<file path="src/sv/tmc_pkg.sv">
// Shared types and constants for the tile map text console.
// No dependencies; used by tmc_cursor, tmc_emitter and tilemap_text_console.
`default_nettype none

package tmc_pkg;

    localparam int MAP_SIZE     = 32;
    localparam int POS_W        = 5;
    localparam int INDEX_W      = 2 * POS_W;
    localparam int VISIBLE_ROWS = 20;
    localparam int LINE_WIDTH   = 30;

    localparam logic [7:0] NL_CODE       = 8'd10;
    localparam logic [3:0] PALETTE_RESET = 4'hF;

    localparam logic OP_PUT    = 1'b0;
    localparam logic OP_CURSOR = 1'b1;

    localparam logic KIND_WRITE  = 1'b0;
    localparam logic KIND_SCROLL = 1'b1;

    // register index, taken from paddr[2]
    localparam logic REG_TEXT_PALETTE = 1'b0;

    // work left for the emitter by one item
    typedef struct packed {
        logic               has_write;
        logic [INDEX_W-1:0] write_index;
        logic [7:0]         tile;
        logic [3:0]         palette;
        logic               has_scroll;
        logic [POS_W-1:0]   clear_row;
        logic [7:0]         scroll_ofs;
    } desc_t;

endpackage

`default_nettype wire

</file>
<file path="src/sv/tmc_cursor.sv">
// Cursor and scroll state of the text console; builds the result descriptor
// for each item. Depends on tmc_pkg.
`default_nettype none

module tmc_cursor (
    input  wire logic                      aclk,
    input  wire logic                      aresetn,
    input  wire logic                      accept,
    input  wire logic                      opcode,
    input  wire logic [7:0]                char_code,
    input  wire logic [tmc_pkg::POS_W-1:0] cursor_col,
    input  wire logic [tmc_pkg::POS_W-1:0] cursor_row,
    input  wire logic [3:0]                palette,
    output tmc_pkg::desc_t                 desc,
    output logic                           desc_req
);

    logic [tmc_pkg::POS_W-1:0] col_reg, col_next;
    logic [tmc_pkg::POS_W-1:0] row_reg, row_next;
    logic [tmc_pkg::POS_W-1:0] scroll_reg, scroll_next;

    logic [tmc_pkg::POS_W:0]   col_inc;
    logic [tmc_pkg::POS_W-1:0] row_inc;
    logic [tmc_pkg::POS_W-1:0] bottom_row;
    logic [tmc_pkg::POS_W-1:0] scroll_inc;
    logic                      is_nl;
    logic                      line_full;
    logic                      start_line;
    logic                      do_scroll;

    always_comb begin
        col_inc    = {1'b0, col_reg} + (tmc_pkg::POS_W+1)'(1);
        row_inc    = row_reg + tmc_pkg::POS_W'(1);
        bottom_row = scroll_reg + tmc_pkg::POS_W'(tmc_pkg::VISIBLE_ROWS);
        scroll_inc = scroll_reg + tmc_pkg::POS_W'(1);
        is_nl      = (char_code == tmc_pkg::NL_CODE);
        line_full  = (col_inc >= (tmc_pkg::POS_W+1)'(tmc_pkg::LINE_WIDTH)) ||
                     (col_inc == (tmc_pkg::POS_W+1)'(tmc_pkg::MAP_SIZE));
        start_line = (opcode == tmc_pkg::OP_PUT) && (is_nl || line_full);
        do_scroll  = start_line && (row_inc == bottom_row);

        desc.has_write   = (opcode == tmc_pkg::OP_PUT) && !is_nl;
        desc.write_index = {row_reg, col_reg};
        desc.tile        = char_code;
        desc.palette     = palette;
        desc.has_scroll  = do_scroll;
        desc.clear_row   = row_inc;
        desc.scroll_ofs  = {scroll_inc, 3'b000};
        desc_req         = desc.has_write || do_scroll;

        col_next    = col_reg;
        row_next    = row_reg;
        scroll_next = scroll_reg;
        if (opcode == tmc_pkg::OP_CURSOR) begin
            col_next = cursor_col;
            row_next = cursor_row + scroll_reg;
        end else begin
            if (!is_nl) begin
                col_next = col_inc[tmc_pkg::POS_W-1:0];
            end
            if (start_line) begin
                col_next = '0;
                row_next = row_inc;
            end
            if (do_scroll) begin
                scroll_next = scroll_inc;
            end
        end
    end

    always_ff @(posedge aclk) begin
        if (!aresetn) begin
            col_reg    <= '0;
            row_reg    <= '0;
            scroll_reg <= '0;
        end else if (accept) begin
            col_reg    <= col_next;
            row_reg    <= row_next;
            scroll_reg <= scroll_next;
        end
    end

endmodule

`default_nettype wire

</file>
<file path="src/sv/tmc_emitter.sv">
// Result sequencer: holds one descriptor and steps it out as map writes,
// row clears and a scroll update through a registered output. Depends on tmc_pkg.
`default_nettype none

module tmc_emitter (
    input  wire logic                        aclk,
    input  wire logic                        aresetn,
    input  wire logic                        desc_load,
    input  wire tmc_pkg::desc_t              desc_in,
    output logic                             take_ready,
    output logic                             m_valid,
    input  wire logic                        m_ready,
    output logic                             m_kind,
    output logic [tmc_pkg::INDEX_W-1:0]      m_map_index,
    output logic [7:0]                       m_tile_number,
    output logic [3:0]                       m_palette_number,
    output logic [7:0]                       m_scroll_offset,
    output logic                             m_last
);

    typedef enum logic [1:0] {
        PH_WRITE,
        PH_CLEAR,
        PH_SCROLL
    } phase_t;

    phase_t                    phase_reg;
    logic                      busy_reg;
    logic [tmc_pkg::POS_W-1:0] clr_col_reg;
    tmc_pkg::desc_t            desc_reg;

    logic                      out_valid_reg;
    logic                      kind_reg;
    logic [tmc_pkg::INDEX_W-1:0] index_reg;
    logic [7:0]                tile_reg;
    logic [3:0]                pal_reg;
    logic [7:0]                ofs_reg;
    logic                      last_reg;

    logic                      out_free;
    logic                      step;
    logic                      cur_kind;
    logic [tmc_pkg::INDEX_W-1:0] cur_index;
    logic [7:0]                cur_tile;
    logic [3:0]                cur_pal;
    logic [7:0]                cur_ofs;
    logic                      cur_last;
    phase_t                    phase_next;

    always_comb begin
        out_free   = !out_valid_reg || m_ready;
        step       = busy_reg && out_free;
        cur_kind   = tmc_pkg::KIND_WRITE;
        cur_index  = '0;
        cur_tile   = '0;
        cur_pal    = '0;
        cur_ofs    = '0;
        cur_last   = 1'b0;
        phase_next = phase_reg;
        case (phase_reg)
            PH_WRITE: begin
                cur_index  = desc_reg.write_index;
                cur_tile   = desc_reg.tile;
                cur_pal    = desc_reg.palette;
                cur_last   = !desc_reg.has_scroll;
                phase_next = PH_CLEAR;
            end
            PH_CLEAR: begin
                cur_index = {desc_reg.clear_row, clr_col_reg};
                if (clr_col_reg == tmc_pkg::POS_W'(tmc_pkg::MAP_SIZE - 1)) begin
                    phase_next = PH_SCROLL;
                end
            end
            PH_SCROLL: begin
                cur_kind = tmc_pkg::KIND_SCROLL;
                cur_ofs  = desc_reg.scroll_ofs;
                cur_last = 1'b1;
            end
            default: begin
                cur_last = 1'b1;
            end
        endcase
        take_ready = !busy_reg || (step && cur_last);
    end

    always_ff @(posedge aclk) begin
        if (!aresetn) begin
            busy_reg      <= 1'b0;
            phase_reg     <= PH_WRITE;
            clr_col_reg   <= '0;
            out_valid_reg <= 1'b0;
        end else begin
            if (out_free) begin
                out_valid_reg <= busy_reg;
            end
            if (step) begin
                kind_reg  <= cur_kind;
                index_reg <= cur_index;
                tile_reg  <= cur_tile;
                pal_reg   <= cur_pal;
                ofs_reg   <= cur_ofs;
                last_reg  <= cur_last;
                phase_reg <= phase_next;
                if (phase_reg == PH_CLEAR) begin
                    clr_col_reg <= clr_col_reg + tmc_pkg::POS_W'(1);
                end
                if (cur_last) begin
                    busy_reg <= 1'b0;
                end
            end
            if (desc_load) begin
                desc_reg    <= desc_in;
                busy_reg    <= 1'b1;
                phase_reg   <= desc_in.has_write ? PH_WRITE : PH_CLEAR;
                clr_col_reg <= '0;
            end
        end
    end

    assign m_valid          = out_valid_reg;
    assign m_kind           = kind_reg;
    assign m_map_index      = index_reg;
    assign m_tile_number    = tile_reg;
    assign m_palette_number = pal_reg;
    assign m_scroll_offset  = ofs_reg;
    assign m_last           = last_reg;

endmodule

`default_nettype wire

</file>
<file path="src/sv/tilemap_text_console.sv">
// Text console on a 32x32 wrapping tile map: top level with the palette
// register. Depends on tmc_pkg, tmc_cursor and tmc_emitter.
//
// Input channel (s_*): one command item per handshake. opcode 0 puts
// char_code (code 10 is a newline), opcode 1 moves the cursor to
// cursor_col and to cursor_row counted from the visible top.
// Result channel (m_*): map entry writes (kind 0) and scroll offset
// updates (kind 1); m_last marks the final result of an item.
// Cursor moves and newlines that do not scroll give no results.
// Throughput: one item per cycle while each gives at most one result and
// m_ready does not stall; a line that scrolls gives 34 results (or 33 for
// a newline code) at one per cycle, and s_ready stays low until the last
// of them is registered. A stalled m_ready holds the output item and,
// once the descriptor stage is occupied, s_ready. Configuration (APB,
// text_palette at address 0) must be written only while idle; the
// block itself does not enforce this.
// Reset (aresetn, synchronous, active low): cursor, row and scroll to zero,
// palette to 15, no results pending.
`default_nettype none

module tilemap_text_console (
    input  wire logic                           aclk,
    input  wire logic                           aresetn,
    input  wire logic                           psel,
    input  wire logic                           penable,
    input  wire logic                           pwrite,
    input  wire logic [2:0]                     paddr,
    input  wire logic [31:0]                    pwdata,
    output logic [31:0]                         prdata,
    output logic                                pready,
    input  wire logic                           s_valid,
    output logic                                s_ready,
    input  wire logic                           s_opcode,
    input  wire logic [7:0]                     s_char_code,
    input  wire logic [tmc_pkg::POS_W-1:0]      s_cursor_col,
    input  wire logic [tmc_pkg::POS_W-1:0]      s_cursor_row,
    output logic                                m_valid,
    input  wire logic                           m_ready,
    output logic                                m_kind,
    output logic [tmc_pkg::INDEX_W-1:0]         m_map_index,
    output logic [7:0]                          m_tile_number,
    output logic [3:0]                          m_palette_number,
    output logic [7:0]                          m_scroll_offset,
    output logic                                m_last
);

    logic [3:0]     palette_reg;
    logic           cfg_write;
    logic           accept;
    logic           desc_req;
    logic           take_ready;
    tmc_pkg::desc_t desc;

    assign pready    = 1'b1;
    assign cfg_write = psel && penable && pwrite && (paddr[2] == tmc_pkg::REG_TEXT_PALETTE);
    assign prdata    = (paddr[2] == tmc_pkg::REG_TEXT_PALETTE) ? {28'd0, palette_reg} : 32'd0;

    always_ff @(posedge aclk) begin
        if (!aresetn) begin
            palette_reg <= tmc_pkg::PALETTE_RESET;
        end else if (cfg_write) begin
            palette_reg <= pwdata[3:0];
        end
    end

    assign s_ready = take_ready;
    assign accept  = s_valid && take_ready;

    tmc_cursor u_cursor (
        .aclk       (aclk),
        .aresetn    (aresetn),
        .accept     (accept),
        .opcode     (s_opcode),
        .char_code  (s_char_code),
        .cursor_col (s_cursor_col),
        .cursor_row (s_cursor_row),
        .palette    (palette_reg),
        .desc       (desc),
        .desc_req   (desc_req)
    );

    tmc_emitter u_emitter (
        .aclk             (aclk),
        .aresetn          (aresetn),
        .desc_load        (accept && desc_req),
        .desc_in          (desc),
        .take_ready       (take_ready),
        .m_valid          (m_valid),
        .m_ready          (m_ready),
        .m_kind           (m_kind),
        .m_map_index      (m_map_index),
        .m_tile_number    (m_tile_number),
        .m_palette_number (m_palette_number),
        .m_scroll_offset  (m_scroll_offset),
        .m_last           (m_last)
    );

endmodule

`default_nettype wire
</file>
<file path="config.mk">
export PLATFORM = sky130hd
export DESIGN_NAME = tilemap_text_console
export DESIGN_NICKNAME = d
export VERILOG_FILES = /design/src/sv/tmc_pkg.sv /design/src/sv/tmc_cursor.sv /design/src/sv/tmc_emitter.sv /design/src/sv/tilemap_text_console.sv
export SDC_FILE = /design/constraint.sdc
export NUM_CORES = 1
export LEC_CHECK = 0
export BUFFER_PORTS_ARGS = -buffer_cell sky130_fd_sc_hd__buf_4
export CORE_MARGIN = 2
export CORE_UTILIZATION = 40
export CTS_CLUSTER_DIAMETER = 40
export DETAILED_ROUTE_END_ITERATION = 7
export PLACE_DENSITY = 0.67
export SLEW_MARGIN = 40
export SYNTH_ARGS = -nofsm -noshare
export SYNTH_HDL_FRONTEND = slang
export SYNTH_SLANG_ARGS = --single-unit
export TNS_END_PERCENT = 30
</file>
<file path="constraint.sdc">
create_clock -name aclk -period 4.9 [get_ports aclk]
set_clock_uncertainty 0.15 [all_clocks]
set_input_delay 0.49 -clock aclk [delete_from_list [all_inputs] [get_ports aclk]]
set_output_delay 0.49 -clock aclk [all_outputs]
set_load 0.05 [all_outputs]
</file>
* Word level (Yosys, flattened, before mapping)
Cells that the tools add are included.
** Word-level totals
- Input bits :: 61
- Word-level logic and storage cells :: 88
- Register bits after elaboration :: 90
** Operators by class
- Magnitude comparators :: 1
- Bitwise logic cells :: 3
- Multiplexer cells :: 17
- Reduce and logical (&&, ||, !) cells :: 33
- Add/sub/neg operators :: 6
- Eq/ne operators :: 8
** Operators with widths (count)
- 5-bit 2-to-1 mux :: 5
- 10-bit one-hot mux with 2 select lines :: 1
- 5-bit by 1-bit adder with 5-bit output (second input constant) :: 3
- 2-bit AND reduction :: 6
- 1-bit logical AND :: 10
- 8-bit by 4-bit == test with 1-bit output (second input constant) :: 1
- 5-bit by 1-bit adder with 6-bit output (second input constant) :: 1
- 6-bit == test (second input constant) :: 1
- 6-bit by 5-bit >= comparator with 1-bit output (second input constant) :: 1
- 2-bit 2-to-1 mux :: 3
- 3-bit AND reduction :: 2
- 2-bit nonzero test :: 3
- 5-bit adder :: 1
- 5-bit adder (second input constant) :: 1
- 5-bit == test :: 1
- 5-bit == test (second input constant) :: 1
- 1-bit logical OR :: 5
- 1-bit 2-to-1 mux :: 5
- 1-bit logical NOT :: 4
- 4-bit 2-to-1 mux :: 1
- 2-bit one-hot mux with 2 select lines :: 1
- 3-bit by 1-bit != test with 1-bit output (second input constant) :: 1
- 3-bit != test (second input constant) :: 1
- 1-bit inverter :: 3
- 6 further kinds :: 6

* Longest topological paths before layout
- Depth in word-level cells :: 10
- Depth in mapped cells :: 8

* Modules after synthesis
Synthesis repeated with hierarchy kept, for this count alone.
** Unflattened totals
- Cell total of the unflattened synthesis :: 389
- Area total of the unflattened synthesis :: 4606.9 µm²
** By module, submodules not included
- tmc_emitter :: cells an instance 169, times used 1, area each 2835.2 µm²
- tmc_cursor :: cells an instance 165, times used 1, area each 1313.8 µm²
- tilemap_text_console :: cells an instance 55, times used 1, area each 457.9 µm²

* Worst setup path after synthesis
No wires, ideal clock.
- Path type :: flip-flop to flip-flop
- From :: register u_emitter.out_valid_reg (netlist: u_emitter.m_valid)
- To :: register u_emitter.desc_reg[10] in the netlist's numbering (enable)
- Arrival time :: 4.498 ns
- Clock period less this slack :: 5.154 ns
- Path slack :: -0.254 ns
- Setup time :: 0.506 ns
- Cell stages (with the launch flop) :: 6
- Cells stage by stage :: dfxtp_1 nand2b_1 a21o_1 buf_2 nand2_1 nor4_1
** Between the ends
- Word-level cells in the longest chain between the ends :: 8
** Ends and longest elaborated chain
- start, declared :: line tmc_emitter.sv:32 : logic out_valid_reg;
- start signal, assigned :: line tmc_emitter.sv:94 : out_valid_reg <= busy_reg;
- 1-bit logical NOT :: line tmc_emitter.sv:51 : out_free = !out_valid_reg || m_ready;
- 1-bit logical OR :: line tmc_emitter.sv:51
- 1-bit logical AND :: line tmc_emitter.sv:52 : step = busy_reg && out_free;
- 1-bit logical AND :: line tmc_emitter.sv:83 : take_ready = !busy_reg || (step && cur_last);
- 1-bit logical OR :: line tmc_emitter.sv:83
- net s_ready :: line tilemap_text_console.sv:32 : output logic s_ready,
- 1-bit logical AND :: line tilemap_text_console.sv:67 : assign accept = s_valid && take_ready;
- 1-bit logical AND :: line tilemap_text_console.sv:85 : .desc_load (accept && desc_req),
- 2-bit AND reduction (no source line)
- end signal, assigned :: line tmc_emitter.sv:112 : desc_reg <= desc_in;
- end, declared :: line tmc_emitter.sv:30 : tmc_pkg::desc_t desc_reg;
The timed path passes the listed nets, and every way through them passes these cells.
A chain may end at the register's enable or synchronous reset.

* Worst setup path in the final report
- From :: register u_emitter.phase_reg[0]
- To :: register u_cursor.row_reg[2] in the netlist's numbering
** Between the ends
- Word-level cells in the longest chain between the ends :: 6
- Elaborated cells between the ends (all ways) :: 7
** Ends and longest elaborated chain
- start, declared :: line tmc_emitter.sv:27 : phase_t phase_reg;
- start signal, assigned :: line tmc_emitter.sv:103 : phase_reg <= phase_next;
- start signal, assigned :: line tmc_emitter.sv:114 : phase_reg <= desc_in.has_write ? PH_WRITE : PH_CLEAR;
- 2-bit by 1-bit == test with 1-bit output / 2-bit logical NOT (equally long branches) :: line tmc_emitter.sv:60 : case (phase_reg)
- 1-bit one-hot mux with 2 select lines (*) :: line tmc_emitter.sv:60
- net u_emitter.cur_last :: line tmc_emitter.sv:47 : logic cur_last;
- 1-bit logical AND (*) :: line tmc_emitter.sv:83
- 1-bit logical OR (*) :: line tmc_emitter.sv:83
- 1-bit logical AND (*) :: line tilemap_text_console.sv:67
- 2-bit AND reduction (no source line) (*)
- end signal, assigned :: line tmc_cursor.sv:78 : row_reg <= row_next;
- end, declared :: line tmc_cursor.sv:19 : logic [tmc_pkg::POS_W-1:0] row_reg, row_next;
Mark *: on every way through the listed nets, which the timed path passes. The rest lies on a longest branch.

==> impl_metrics.yaml <==
route:
  drt_iter0_drc: 171
  detail-route-antenna-nets: 0
  viasPerCell: 4.80
  vias: 2721
  drc_errors: 0
  wl_per_cell_um: 13.5
  drt_first_pass_iters: 4
  routed_wirelength_mm: 7.63
yosys:
  ys_top_cells_by_area: "edfxtp_1, dfxtp_1, mux2i_1, buf_4, ha_1"
  seq_area_frac_synth_pct: 56.7
  yosysWarningCount: 0
  synth.distinct_cells: 58
  synthSimpleGateAreaFrac_pct: 14.2
  synth_top_area_share_pct: 43.5
  synth-async-reset-ratio_pct: 0
  synth_compound_area_share_pct: 7.14
  netlist.top_cell.by_area: "edfxtp_1"
  synthAdderAreaFrac_pct: 3.69
  synth_ff_type: "edfxtp_1"
  synth_seq_cells: 90
  synth_top_family_by_area: "simple AND/OR/NAND/NOR gates"
  syn_inst: 364
  synth-xor-area-share_pct: 4.33
  muxShareOfSynthArea_pct: 5.88
  synth_edf_count: 62
  synth_area_mm2: 0.00428
  syn_avg_cell_area_um2: 11.7
grt:
  grt-ovfl-total: 0
  grt.total_usage_pct: 14.1
  grt_pass1_vias: 2525
  grt_antenna_before_repair: 0
  grt_max_degree: 34
  grt_pass1_wl_mm: 12.5
timing:
  period_share_pct: 56.0
  worstMarginPinSlew_ns: 0.795
  relSlewSlack_pct: 46.5
  setup-violations-final: 0
  setup_ws_ns: 2.16
  whs_ns: 0.162
  hold_viol: 0
  slew_viol_final: 0
  setup_tns_ns: 0
  rsz0062_at_grt: "false"
  min_period_ns: 2.74
  fmaxAchievable_mhz: 365
pwr:
  p_leak_nw: 1.99
  vdd_drop_max_mv: 0.115
  powerDensity_mw_per_mm2: 309
clock_tree:
  cts_buffer_depth: 2
  cts_setup_buffers: 0
  cts_made_buffers: 9
  clock_latency_ns: 0.37
  holdBufCountCts: 0
  cts_htree_levels: 3
  path_clk_slew_ns: 0.09
  clock_sinks: 90
  cts-root-buf: "clkbuf_8"
  cts_tree: "yes"
  post_cts_resized: 0
final_layout:
  utilization_pct: 48.0
  area_growth_pct: 16.4
  num_antenna_cells: 0
  drive_above_1_share_pct: 21.1
  stdcell_area_mm2: 0.00498
  final_nets: 499
  n_fill_cell: 932
  largest_register_ffs: 33
floorplanning:
  fp-row-count: 37
  dieArea_mm2: 0.0115
  die_h_um: 107
  initial_core_util_pct: 41.2
  coreArea_mm2: 0.0104
  die_x_um: 107
  io_pins: 128
setup_path:
  crit_arrival_ns: 2.85
  crit_path_max_fanout: 15
  crit_required_ns: 5.01
  end_kind: "register"
  crit_type: "reg -> reg"
  crit_path_start_kind: "register"
run:
  drv_cap: 0
worst_hold_path:
  hold_path.class: "in -> reg"
place:
  placed_area_mm2: 0.00478
  gp_congestion: 0.873
  dp_slack_ns: 2.18
  portBuffers: 65
  post-dp-hpwl_mm: 5.54
outcome:
  status: "finished, final reports clean"
cell usage in the layout (no fill, tap or decap), types with 2 or more instances in the layout:
| cell | n |
|---|---|
| nand2_1 | 30 |
| or3_1 | 2 |
| xor2_1 | 6 |
| a31oi_1 | 3 |
| mux2i_1 | 24 |
| clkbuf_8 | 9 |
| nor4_1 | 4 |
| and2_1 | 18 |
| nor2b_1 | 6 |
| o211ai_1 | 3 |
| xnor2_1 | 10 |
| inv_1 | 12 |
| edfxtp_1 | 62 |
| ha_1 | 11 |
| conb_1 | 32 |
| a21oi_1 | 10 |
| o21ai_0 | 6 |
| nand4_1 | 5 |
| xnor3_1 | 2 |
| nor2_1 | 22 |
| nand2b_1 | 4 |
| buf_4 | 67 |
| nand3_1 | 9 |
| dfxtp_1 | 28 |
| o211a_1 | 2 |
| a21o_1 | 3 |
| a31o_2 | 2 |
| a211o_1 | 2 |
cells by family after synthesis:
kind of cell / count (synthesis)
XOR/XNOR: 18
multiplexers: 25
flip-flops: 90
other: 2
buffers and inverters: 58
AO/OA/AOI/OAI: 44
AND/OR/NAND/NOR: 115
adder cells (fa/ha/maj): 12
report_power, final:
part | internal, mW | leakage [nW] | switching, mW
clock | 0.238 | 0.0958 | 0.264
combinational | 0.0552 | 1.10 | 0.134
sequential | 0.831 | 0.797 | 0.0159
cell type report:
class	count	area, um^2	area share (%)
repair buffers	67	503	10.1
clock inverters	6	66.3	1.33
multi-input cells	246	1640	33.0
clock buffers	10	128	2.56
flip-flops and latches	90	2420	48.7
well taps	136	170	3.42
inverters	12	45.0	0.905
synth_stat cells (all sizes together), types with 2 or more instances:
cell	count
mux2i	24
nor2b	6
nand3	10
a21oi	10
a21o	3
xor2	6
xnor2	10
or3	2
o211a	2
nand2b	4
conb	2
a31oi	3
a31o	2
edfxtp	62
nand4	5
buf	35
clkbuf	11
nor3	2
ha	11
a211o	2
dfxtp	28
o211ai	3
nor2	23
inv	12
xnor3	2
and2	20
o21ai	7
nor4	5
nand2	30
final timing paths:
path / startpoint / to / slack [ns] / depth (start not counted)
hold / removal: s_char_code[5] / u_emitter.desc_reg[23]$_DFFE_PP_ / 0.16 / 1
setup / recovery: u_emitter.phase_reg[0]$_SDFFE_PN0P_ / u_cursor.row_reg[2]$_SDFFE_PN0P_ / 2.16 / 5
hold reg to reg: palette_reg[1]$_SDFFE_PN1P_ / u_emitter.desc_reg[15]$_DFFE_PP_ / 0.32 / 0
setup reg to reg: u_emitter.phase_reg[0]$_SDFFE_PN0P_ / u_cursor.row_reg[2]$_SDFFE_PN0P_ / 2.16 / 5
worst max-delay path, stage by stage (launching register included):
cell and delay, ns:
dfxtp_1 0.80, o21bai_1 0.22, a21o_1 0.30, and2_0 0.34
o21ai_1 0.43, mux2_2 0.40
metrics by stage:
stage / std cells / power, mW
CTS: 567 / 1.55
global route: 567 / 1.60
detailed placement: 551 / 1.05
finish: 567 / 1.54
global placement: 551 / 1.05
floorplan: 394 / 1.02
routing by layer:
| layer | track usage, % | vias up | wire length (um) |
|---|---|---|---|
| li1 | - | 1356 | - |
| met2 | 21.9 | 89 | 3650 |
| met3 | 2.18 | 20 | 399 |
| met1 | 18.3 | 1256 | 3330 |
| met4 | 9.16 | 0 | 250 |
| met5 | 0 | - | 0 |
(Power assumes the default switching activity.)
